[src/rtl/famr_pkg.sv]
// Shared types and constants for the fraction arithmetic unit.
`default_nettype none
package famr_pkg;
    localparam int NUM_WIDTH_DEF = 16;
    localparam int OP_W    = 2;
    localparam int IN_W    = 16;
    localparam int RNUM_W  = 49;
    localparam int RDEN_W  = 32;

    typedef enum logic [OP_W-1:0] {
        OP_ADD = 2'd0,
        OP_MUL = 2'd1,
        OP_RED = 2'd2,
        OP_NOP = 2'd3
    } op_t;

    typedef struct packed {
        logic load;
        logic gcd_start;
        logic div_start;
        logic mul_start;
        logic [1:0] step;
    } famr_cmd_t;

    typedef struct packed {
        logic gcd_done;
        logic div_done;
        logic mul_done;
    } famr_sts_t;
endpackage
`default_nettype wire

[src/rtl/famr_ctrl.sv]
// Sequencer for the fraction unit: issues datapath steps per operation.
`default_nettype none
module famr_ctrl (
    input  wire logic               clk,
    input  wire logic               rst_n,
    input  wire logic               in_valid,
    output logic                    in_ready,
    input  wire famr_pkg::op_t      op,
    input  wire logic               a_num_zero,
    output logic                    out_valid,
    input  wire logic               out_ready,
    output famr_pkg::famr_cmd_t     cmd,
    input  wire famr_pkg::famr_sts_t sts
);
    import famr_pkg::*;

    typedef enum logic [6:0] {
        S_IDLE = 7'b0000001,
        S_GCD  = 7'b0000010,
        S_DIV1 = 7'b0000100,
        S_DIV2 = 7'b0001000,
        S_MUL1 = 7'b0010000,
        S_MUL2 = 7'b0100000,
        S_OUT  = 7'b1000000
    } state_t;

    state_t state_reg, state_next;
    op_t    op_reg, op_next;

    assign in_ready  = (state_reg == S_IDLE);
    assign out_valid = (state_reg == S_OUT);

    always_comb
    begin
        state_next = state_reg;
        op_next    = op_reg;
        cmd        = '0;
        case (state_reg)
            S_IDLE:
            begin
                if (in_valid)
                begin
                    cmd.load = 1'b1;
                    op_next  = op;
                    if (op == OP_ADD || (op == OP_RED && !a_num_zero))
                    begin
                        cmd.gcd_start = 1'b1;
                        state_next    = S_GCD;
                    end
                    else if (op == OP_MUL)
                    begin
                        cmd.mul_start = 1'b1;
                        cmd.step      = 2'd0;
                        state_next    = S_MUL1;
                    end
                    else
                    begin
                        state_next = S_OUT;
                    end
                end
            end
            S_GCD:
            begin
                if (sts.gcd_done)
                begin
                    cmd.div_start = 1'b1;
                    cmd.step      = 2'd0;
                    state_next    = S_DIV1;
                end
            end
            S_DIV1:
            begin
                cmd.step = 2'd0;
                if (sts.div_done)
                begin
                    cmd.div_start = 1'b1;
                    cmd.step      = 2'd1;
                    state_next    = S_DIV2;
                end
            end
            S_DIV2:
            begin
                cmd.step = 2'd1;
                if (sts.div_done)
                begin
                    if (op_reg == OP_ADD)
                    begin
                        // lcm = (ad/g)*bd, then numerator terms
                        cmd.mul_start = 1'b1;
                        cmd.step      = 2'd1;
                        state_next    = S_MUL1;
                    end
                    else
                    begin
                        state_next = S_OUT;
                    end
                end
            end
            S_MUL1:
            begin
                if (sts.mul_done)
                begin
                    if (op_reg == OP_ADD)
                    begin
                        cmd.mul_start = 1'b1;
                        cmd.step      = 2'd2;
                        state_next    = S_MUL2;
                    end
                    else
                    begin
                        state_next = S_OUT;
                    end
                end
            end
            S_MUL2:
            begin
                if (sts.mul_done)
                begin
                    state_next = S_OUT;
                end
            end
            S_OUT:
            begin
                if (out_ready)
                begin
                    state_next = S_IDLE;
                end
            end
            default:
            begin
                state_next = S_IDLE;
            end
        endcase
    end

    always_ff @(posedge clk or negedge rst_n)
    begin
        if (!rst_n)
        begin
            state_reg <= S_IDLE;
            op_reg    <= OP_NOP;
        end
        else
        begin
            state_reg <= state_next;
            op_reg    <= op_next;
        end
    end
endmodule
`default_nettype wire

[config.mk]
export PLATFORM = sky130hd
export DESIGN_NAME = famr_ctrl
export DESIGN_NICKNAME = d
export VERILOG_FILES = /design/src/rtl/famr_pkg.sv /design/src/rtl/famr_ctrl.sv
export SDC_FILE = /design/constraint.sdc
export NUM_CORES = 1
export LEC_CHECK = 0
export BUFFER_PORTS_ARGS = -buffer_cell sky130_fd_sc_hd__buf_4
export CORE_ASPECT_RATIO = 1.1
export CORE_MARGIN = 4
export CORE_UTILIZATION = 45
export DETAILED_ROUTE_END_ITERATION = 8
export PLACE_DENSITY = 0.68
export REMOVE_ABC_BUFFERS = 1
export SLEW_MARGIN = 20
export SYNTH_ARGS = -nofsm -noshare
export SYNTH_HDL_FRONTEND = slang
export SYNTH_SLANG_ARGS = --single-unit
[constraint.sdc]
create_clock -name clk -period 1.5 [get_ports clk]
set_input_delay 0.225 -clock clk [delete_from_list [all_inputs] [get_ports clk]]
set_output_delay 0.225 -clock clk [all_outputs]
set_load 0.01 [all_outputs]
* Word-level counts from Yosys, hierarchy flattened
Index checks and enable logic that the tools add are counted.
** Word-level totals
- Output and inout port bits :: 8
- Logic and storage cells :: 53
- Input port bits :: 10
- Register bits after elaboration :: 9
** Operators by class
- Reductions and logical operators :: 7
- Equality and inequality tests :: 16
- Muxes and demuxes :: 28
** Operator list (count)
- $mux 7 :: 11
- $pmux 7 s7 :: 1
- $mux 3 :: 7
- $ne 2x2->1 const B :: 6
- $pmux 2 s4 :: 1
- $eq 7x1->1 const B :: 1
- $eq 7x2->1 const B :: 1
- $eq 7x3->1 const B :: 1
- $eq 7x4->1 const B :: 1
- $eq 7x5->1 const B :: 1
- $eq 7x6->1 const B :: 1
- $eq 7x7->1 const B :: 1
- $reduce_and 7->1 :: 1
- $logic_not 2->1 :: 2
- $mux 1 :: 4
- $mux 2 :: 2
- $pmux 1 s3 :: 1
- $eq 2x1->1 const B :: 1
- $eq 2x2->1 const B :: 1
- $ne 2x1->1 const B :: 1
- $pmux 1 s2 :: 1
- $reduce_and 2->1 :: 1
- $logic_and 1x1->1 :: 1
- $logic_not 1->1 :: 1
- $logic_or 1x1->1 :: 1

* Depth between registers and ports, before layout
Gate-level depths: netlist of run 1.
- Word-level depth :: 6
- Depth in mapped cells :: 6
- Gate-level depth less buffers :: 5

* Worst setup path before layout of run 1
No wires, ideal clock.
- Kind :: flip-flop to output port
- From :: register state_reg[6]
- To :: output cmd[2] (netlist bit)
- Setup slack :: -0.121 ns
- Data required time :: 1.275 ns
- Path buffers :: 1
- Data arrival time :: 1.396 ns
- Stages on the path, launching flop included :: 6
- Cells stage by stage :: dfrtp_1 buf_6 nor4_4 and3_4 nand2_4 o221ai_1
** RTL lines
- start: declaration :: RTL line famr_ctrl.sv:27 : state_t state_reg, state_next;
- start signal: assignment :: RTL line famr_ctrl.sv:145 : state_reg <= state_next;
- end: declaration :: RTL line famr_ctrl.sv:12 : output famr_pkg::famr_cmd_t cmd,

==> summary.txt, run 1 <==
Logic synthesis
  – Register area share after synthesis: 0.296
  – Top post-synthesis cells by area: dfrtp_1, dfstp_2, nand2b_1
  – Post-synth EDFFs: 0
  – Netlist cell types: 36
  – Total number of yosys warnings: 0
  – Asr flop ratio synth: 1.00
  – Yosys reg bits: 9
  – Largest area contributor in the netlist: dfrtp_1
  – Mapped cell area: 773 µm²
  – Post-Syn Area per Cell: 8.50 µm²
  – Synth top area share: 0.194
  – Syn Inst Count: 91
  – Predominant post-synthesis flop cell: dfrtp_1

Clock network
  – CTS Buf Count: 3
  – H-tree depth: 1
  – Clk root buf: clkbuf_4
  – CTS sink count: 9
  – CTS tree: built
  – Clk pin slew, worst setup/hold paths: 0.06 ns
  – Clock buffer depth: 2
  – Insertion delay to the later sink of the worst-skew pair: 0.26 ns

Final layout
  – Non-filler cells, final: 149
  – Nets: 143
  – Max reg flops: 7
  – Antenna cells: 0
  – Fill cells: 129
  – Area grow syn2layout: 52.8%
  – Commonest non-fill, non-tap cells in the layout: buf_4, a21oi_1, nand2b_1
  – Most common cell after layout, fill and taps aside: buf_4
  – Final core occ: 0.740
  – Share of cells above drive strength 1: 0.530

Worst setup path
  – CP Data Required Time: 1.27 ns
  – Critical Path End Type: primary output
  – CP Max Fanout: 4
  – Crit path kind: reg2out
  – Worst path arrival time: 1.71 ns
  – Crit path launch type: flip-flop

Place
  – HPWL after DPL: 1.63 mm
  – Placed cells: 137
  – GPL Wtd Cong: 0.838
  – IO Port Bufs: 17

Drt
  – WL final: 2.29 mm
  – Total number of vias: 898
  – Wirelength per Cell: 15.4 µm
  – Pre-Repair DR Iteration Count: 4
  – DR vias/cell: 6.03
  – Post-detailed-route count of antenna-violating nets: 0
  – Remaining DRCs: 0
  – Iter 0 DRT Violations: 17

Global routing
  – GRT Util Overall: 0.206
  – Congestion Overflow GR: 0
  – Vias in the first global route: 784
  – Initial antenna violation count: 0
  – First-pass GRT wire length: 3.69 mm
  – Largest net degree at the start of global routing: 11

Timing
  – Final Worst Setup Slack: -0.439 ns
  – RSZ-0062 raised after global routing: yes
  – Minimum hold slack: 0.163 ns
  – F_max: 0.516 GHz
  – Slew HR: 0.766
  – Post-layout min period: 1.94 ns
  – Layout Skew: 0.00241 ns
  – Final hold vios: 0
  – Slew Limit Fails: 0
  – Period utilization: 1.29
  – Finish-stage setup viols: 14
  – Worst-Margin Slew: 0.348 ns

Floorplan
  – Die Area: 2450 µm²
  – Starting Density: 0.485
  – DIE HEIGHT: 51.5 µm
  – I/O pins: 18
  – Standard-cell rows: 15
  – CORE AREA: 1600 µm²
  – Die Wd: 47.5 µm

Flow run
  – Max-Cap Viols: 0

Power
  – Peak VDD IR: 0.849 mV
  – PD cells: 1530 nW/µm²
  – P_leak: 0.520 nW

Min path
  – HP Class: in2reg

Status
  – Status: finished with violations
  – Failing checks: negative setup slack
## layer usage
metal,vias to the layer above,share of wire,global-route usage
met5,-,0,0
met4,0,0.0065,0.0138
met3,4,0.082,0.0423
met2,50,0.50,0.333
met1,427,0.41,0.289
li1,417,-,-
## through the flow
step | setup TNS, ns | setup WS [ns] | power (mW) | area (µm²)
floorplan | -0.495 | -0.123 | 0.956 | 729
global placement | -1.01 | -0.191 | 1.37 | 1020
detailed placement | -1.11 | -0.208 | 1.38 | 1020
CTS | -3.22 | -0.406 | 1.69 | 1130
global route | -4.48 | -0.531 | 1.92 | 1180
finish | -3.54 | -0.439 | 1.80 | 1180
## area by class of cell
type / count / area (µm²) / share of cell area
flip-flops and latches: 9 / 234 / 0.198
repair buffers: 44 / 340 / 0.288
well taps: 17 / 21.3 / 0.0180
inverters: 4 / 15.0 / 0.0127
multi-input cells: 71 / 544 / 0.461
clock buffers: 4 / 26.3 / 0.0222
## synthesized netlist by cell type, types with 3 or more instances
master,count
a21oi_1,6
dfrtp_1,6
nand2_1,6
nand2b_1,6
o21ai_0,6
buf_2,5
nor2_1,5
inv_1,4
nand3_1,4
nor3_1,4
nor4b_1,4
dfstp_2,3
nor4_1,3
## where the power goes
| part | internal [mW] | switching, mW |
|---|---|---|
| registers | 0.344 | 0.106 |
| logic | 0.645 | 0.518 |
| clock network | 0.103 | 0.0873 |
| total | 1.09 | 0.711 |
## cell families (layout without fill, tap and decap cells)
kind of cell	Yosys count	after routing	synth area share
AOI/OAI and AO/OA	20	20	0.167
xor gates and xnor gates	1	1	0.0113
buffers and inverters	11	52	0.0760
DFF	9	9	0.296
muxes	2	2	0.0291
and+or+nand+nor	48	48	0.421
## critical path, cell delays in order (launching register included)
cell and delay, ns:
dfrtp_1 0.42, nor4_4 0.37, or2b_1 0.31, o221ai_1 0.20, buf_4 0.16
## repair_timing
action / CTS / global route
pin swaps: 11 / 7
cloned: 0 / 0
hold buffers: 1 / 0
resized for setup: 11 / 9
setup endpoints to repair: 14 / 16
endpoints found under the hold margin: 9 / 0
setup buffers: 6 / 2
## final timing paths
path / start / to / cells past startpoint / slack [ns]
min: sts[2] / state_reg[1]$_DFFE_PN0P_ / 2 / 0.16
min in group asynchronous: rst_n / state_reg[5]$_DFFE_PN0P_ / 2 / 0.33
max in group asynchronous: rst_n / state_reg[0]$_DFFE_PN1P_ / 2 / 0.96
min reg2reg: op_reg[1]$_DFFE_PN1P_ / op_reg[1]$_DFFE_PN1P_ / 1 / 0.63
max reg2reg: state_reg[6]$_DFFE_PN0P_ / state_reg[6]$_DFFE_PN0P_ / 7 / -0.29
max: state_reg[6]$_DFFE_PN0P_ / cmd[2] / 4 / -0.44
No activity file was read; power rests on OpenSTA's default activity.
==> run 2, diff against run 1 <==
--- a/config.mk
+++ b/config.mk
@@ -8,9 +8,9 @@
 export BUFFER_PORTS_ARGS = -buffer_cell sky130_fd_sc_hd__buf_4
 export CORE_ASPECT_RATIO = 1.1
 export CORE_MARGIN = 4
-export CORE_UTILIZATION = 45
+export CORE_UTILIZATION = 40
 export DETAILED_ROUTE_END_ITERATION = 8
-export PLACE_DENSITY = 0.68
+export PLACE_DENSITY = 0.62
 export REMOVE_ABC_BUFFERS = 1
 export SLEW_MARGIN = 20
 export SYNTH_ARGS = -nofsm -noshare
==> run 2 against run 1 <==
The run still ends with negative setup slack left. Sequential cell count unchanged. Critical path depth increased by 1. Core utilization decreased by 7.0 points. Clock skew about the same. Sequential share of layout area decreased by 0.53 points. Setup slack improved by 0.038 ns. Wire length decreased by 2.2%. Worst hold slack improved by 0.0019 ns.
==> summary.txt, run 2 (synthesis results as in run 1) <==
Status
  – Status: finished with violations
  – Failing checks: negative setup slack

Timing
  – Minimum hold slack: 0.165 ns
  – Period utilization: 1.27
  – RSZ-0062 raised after global routing: yes
  – Final TNS setup: -2.96 ns
  – F_max: 0.526 GHz
  – Worst-Margin Slew: 0.387 ns
  – Final Worst Setup Slack: -0.401 ns
  – Slew HR: 0.740
  – Post-layout min period: 1.90 ns
  – Layout Skew: 0.00209 ns
  – Finish-stage setup viols: 13
  – Final hold vios: 0
  – Slew Limit Fails: 0

Final layout
  – Most common cell after layout, fill and taps aside: buf_4
  – Nets: 144
  – Commonest non-fill, non-tap cells in the layout: buf_4, buf_6, a21oi_1, nand2b_1, nand2_1
  – Max reg flops: 7
  – Final instance area: 1210 µm²
  – Share of cells above drive strength 1: 0.519
  – Antenna cells: 0
  – Fill cells: 144
  – Area grow syn2layout: 56.1%

Drt
  – Pre-Repair DR Iteration Count: 4
  – Remaining DRCs: 0
  – DR vias/cell: 5.62
  – Iter 0 DRT Violations: 30
  – WL final: 2.24 mm
  – Total number of vias: 848
  – Post-detailed-route count of antenna-violating nets: 0
  – Wirelength per Cell: 14.8 µm

Place
  – Placed inst area: 1010 µm²
  – GPL Wtd Cong: 0.836
  – HPWL after DPL: 1.55 mm
  – Pre-CTS setup slack: -0.199 ns
  – IO Port Bufs: 17

Worst setup path
  – Crit path launch type: flip-flop
  – Crit path kind: reg2out
  – CP Data Required Time: 1.27 ns
  – Critical Path End Type: primary output
  – Critical-path top delay cell: dfrtp_1
  – Worst path arrival time: 1.68 ns
  – CP Cell Sequence: nor4_4 -> and3_4 -> nand2_4 -> o221ai_1 -> buf_4
  – Crit-path max cell delay: 0.42 ns
  – CP Max Fanout: 4

Floorplan
  – I/O pins: 18
  – DIE HEIGHT: 54.1 µm
  – Starting Density: 0.429
  – CORE AREA: 1800 µm²
  – Standard-cell rows: 16
  – Die Wd: 49.9 µm
  – Die Area: 2700 µm²

Power
  – PD cells: 1520 nW/µm²
  – P_leak: 0.536 nW
  – Peak VDD IR: 1.01 mV

Clock network
  – Clk root buf: clkbuf_4
  – Clk pin slew, worst setup/hold paths: 0.07 ns
  – CTS Buf Count: 3
  – CTS sink count: 9
  – Clock buffer depth: 2
  – H-tree depth: 1
  – Insertion delay to the later sink of the worst-skew pair: 0.27 ns
  – CTS tree: built

Global routing
  – Congestion Overflow GR: 0
  – First-pass GRT wire length: 3.57 mm
  – Initial antenna violation count: 0
  – GRT Util Overall: 0.176
  – Vias in the first global route: 787
  – Largest net degree at the start of global routing: 12

Flow run
  – Max-Cap Viols: 0

Min path
  – HP Class: in2reg
-- run 2: power by group --
part           internal, mW  leakage [nW]  switching (mW)
combinational         0.674         0.410           0.506
clock                0.0987        0.0177          0.0948
sequential            0.345         0.109           0.115
total                  1.12         0.536           0.715
-- run 2: worst max-delay path, delay by kind of cell (launching register included) --
family,cells,cell delay [ns]
compound gates,1,0.17
flops,1,0.42
buf+inv,1,0.15
simple gates,3,0.67
-- run 2: per-stage QoR --
step	total power [mW]	std cells	util
detailed placement	1.35	136	0.559
global route	1.94	151	0.670
finish	1.83	151	0.670
floorplan	0.956	84	-
global placement	1.34	136	0.559
CTS	1.76	149	0.643
-- run 2: area by class of cell --
class | count | area, µm² | share of cell area
Timing Repair Buffer | 45 | 374 | 0.310
Multi-Input combinational cell | 71 | 533 | 0.441
Clock inverter | 1 | 5.00 | 0.00415
Inverter | 4 | 17.5 | 0.0145
Sequential cell | 9 | 233 | 0.193
Clock buffer | 3 | 22.5 | 0.0187
Tap cell | 18 | 22.5 | 0.0187
-- run 2: worst paths after layout --
path,slack [ns],to,depth (start not counted),from
max,-0.40,cmd[2],5,state_reg[4]$_DFFE_PN0P_
min,0.17,state_reg[1]$_DFFE_PN0P_,2,sts[2]
max reg2reg,-0.20,state_reg[6]$_DFFE_PN0P_,6,state_reg[6]$_DFFE_PN0P_
min reg2reg,0.63,op_reg[1]$_DFFE_PN1P_,1,op_reg[1]$_DFFE_PN1P_
max in group asynchronous,0.97,op_reg[0]$_DFFE_PN1P_,2,rst_n
min in group asynchronous,0.31,state_reg[5]$_DFFE_PN0P_,2,rst_n
-- run 2: repair_timing --
item | 4_1_cts | 5_1_grt
hold endpoints to repair | 9 | 0
setup endpoints to repair | 12 | 14
buffers inserted | 8 | 4
pin swaps | 8 | 2
resized for setup | 16 | 9
hold buffers | 1 | 0
-- run 2: routing by layer --
| metal | track usage | wire [µm] |
|---|---|---|
| met5 | 0 | 0 |
| met4 | 0.0276 | 8 |
| met3 | 0.0443 | 107 |
| met2 | 0.308 | 1130 |
| met1 | 0.224 | 992 |
==> run 3, diff against run 2 <==
--- a/config.mk
+++ b/config.mk
@@ -5,12 +5,12 @@
 export SDC_FILE = /design/constraint.sdc
 export NUM_CORES = 1
 export LEC_CHECK = 0
-export BUFFER_PORTS_ARGS = -buffer_cell sky130_fd_sc_hd__buf_4
 export CORE_ASPECT_RATIO = 1.1
 export CORE_MARGIN = 4
 export CORE_UTILIZATION = 40
 export DETAILED_ROUTE_END_ITERATION = 8
-export PLACE_DENSITY = 0.62
+export DONT_BUFFER_PORTS = 1
+export PLACE_DENSITY = 0.53
 export REMOVE_ABC_BUFFERS = 1
 export SLEW_MARGIN = 20
 export SYNTH_ARGS = -nofsm -noshare
==> run 3 against run 2 <==
The flow still finishes with violations (negative setup slack). Largest cell class unchanged. Via count fell by 2.7%. Clock power shrank 9%. Cell area shrank 5.8%. Maximum frequency fell by 0.69%. Clock skew grew 0.0018 ns. Largest power group unchanged.
==> summary.txt, run 3 (synthesis results as in run 1) <==
Worst setup path
  – Crit path kind: reg2out
  – R2R Path End: state_reg[6]$_DFFE_PN0P_
  – Crit path launch type: flip-flop
  – Critical-path top delay cell: dfrtp_1
  – R2R setup slack: -0.19 ns
  – Reg2reg path depth: 6
  – CP Max Fanout: 4
  – CP Data Required Time: 1.27 ns
  – CP Cell Sequence: nor4_4 -> or2b_4 -> o221ai_2 -> buf_4
  – Crit-path max cell delay: 0.41 ns
  – Worst path arrival time: 1.69 ns
  – Critical Path End Type: primary output
  – R2r startpoint: state_reg[5]$_DFFE_PN0P_

Floorplan
  – I/O pins: 18
  – Die Wd: 49.9 µm
  – DIE HEIGHT: 54.1 µm
  – Standard-cell rows: 16
  – Starting Density: 0.429
  – Die Area: 2700 µm²
  – CORE AREA: 1800 µm²

Global routing
  – Met2 Track Usage GR: 0.319
  – Layer with the highest usage: met2
  – Vias in the first global route: 772
  – GRT Util Overall: 0.176
  – Met1 GRT Util: 0.200
  – Congestion Overflow GR: 0
  – Met3 usage: 0.0416
  – Initial antenna violation count: 0
  – First-pass GRT wire length: 3.55 mm
  – Largest net degree at the start of global routing: 12

Drt
  – Post-detailed-route count of antenna-violating nets: 0
  – Wirelength per Cell: 16.8 µm
  – Total number of vias: 825
  – Iter 0 DRT Violations: 16
  – WL final: 2.32 mm
  – Remaining DRCs: 0
  – Pre-Repair DR Iteration Count: 4
  – DR vias/cell: 5.98

Min path
  – Hold Path End: state_reg[1]$_DFFE_PN0P_
  – HP Class: in2reg
  – WHS Path Cells: 1
  – Hold path start: sts[2]

Final layout
  – Share of cells above drive strength 1: 0.558
  – Nets: 131
  – Most common cell after layout, fill and taps aside: buf_4
  – Max reg flops: 7
  – Final instance area: 1140 µm²
  – Commonest non-fill, non-tap cells in the layout: buf_4, nand2_1, nor2_1, nand2b_1, dfrtp_2
  – Antenna cells: 0
  – Area grow syn2layout: 47.1%

Timing
  – Worst-Margin Slew: 0.405 ns
  – Period utilization: 1.28
  – Post-layout min period: 1.91 ns
  – Final hold vios: 0
  – Final Worst Setup Slack: -0.415 ns
  – F_max: 0.522 GHz
  – Slew HR: 0.729
  – Finish-stage setup viols: 14
  – Minimum hold slack: 0.0639 ns
  – RSZ-0062 raised after global routing: yes
  – Slew Limit Fails: 0
  – Layout Skew: 0.00390 ns

Power
  – P_leak: 0.471 nW
  – Total power: 1.83 mW
  – Peak VDD IR: 0.839 mV
  – PD cells: 1610 nW/µm²

Clock network
  – CTS tree: built
  – Clk pin slew, worst setup/hold paths: 0.06 ns
  – CTS Buf Count: 3
  – CTS sink count: 9
  – H-tree depth: 1
  – Clock buffer depth: 2
  – Insertion delay to the later sink of the worst-skew pair: 0.25 ns
  – Clk root buf: clkbuf_4

Flow run
  – Max-Cap Viols: 0

Place
  – IO Port Bufs: 0
  – GPL Wtd Cong: 0.807
  – Placed inst area: 925 µm²
  – HPWL after DPL: 1.65 mm

Status
  – Failing checks: negative setup slack
  – Status: finished with violations
==> run 3: cell types whose count changed in the layout (fill, tap and decap cells not counted), sizes merged <==
cell    previous run  this run
buf               44        31
clkbuf             3         4
clkinv             1         0
==> run 3: worst max-delay path: cells and delay by family, from the launching register on <==
| kind | cells | cell delay (ns) |
|---|---|---|
| and+or+nand+nor | 2 | 0.71 |
| DFF | 1 | 0.41 |
| AOI/OAI and AO/OA | 1 | 0.18 |
| buffers and inverters | 1 | 0.15 |
==> run 3: report_power, final <==
| group | internal [mW] | switching (mW) |
|---|---|---|
| logic | 0.655 | 0.546 |
| clock network | 0.102 | 0.0742 |
| registers | 0.347 | 0.103 |
==> run 3: worst max path at each step <==
| stage | endpoint | cells past startpoint | startpoint |
|---|---|---|---|
| detailed placement | state_reg[6]$_DFFE_PN0P_ | 6 | state_reg[6]$_DFFE_PN0P_ |
| global route | cmd[2] | 4 | state_reg[4]$_DFFE_PN0P_ |
| CTS | cmd[2] | 4 | state_reg[4]$_DFFE_PN0P_ |
| floorplan | cmd[2] | 4 | state_reg[5]$_DFFE_PN0P_ |
| global placement | cmd[2] | 5 | state_reg[5]$_DFFE_PN0P_ |
| finish | cmd[2] | 4 | state_reg[4]$_DFFE_PN0P_ |
==> run 3: metal layers <==
metal	share of wire	wire, µm	vias to the layer above
met5	0	0	-
met4	0.0043	10	0
met3	0.038	89	2
met2	0.53	1220	15
met1	0.43	995	410
li1	-	-	398
==> run 3: layout make-up <==
class	instances	area [µm²]
clock buffer	4	26.3
fill	154	664
inverter	4	15.0
multi-input combinational	71	584
sequential	9	235
tap	18	22.5
timing repair buffer	32	254
==> run 3: what timing repair did <==
item | in CTS | in global routing
endpoints found under the setup margin | 12 | 17
setup buffers | 4 | 4
pin swaps | 8 | 2
gates resized for setup | 9 | 21
hold endpoints to repair | 9 | 0
hold buffers | 1 | 0
==> run 3: stage by stage <==
stage,cells,utilization,setup TNS [ns],worst slack [ns]
floorplan,84,-,-0.495,-0.123
global placement,125,0.513,-0.941,-0.154
detailed placement,125,0.513,-1.10,-0.193
CTS,134,0.565,-2.50,-0.362
global route,138,0.631,-3.73,-0.480
finish,138,0.631,-2.92,-0.415
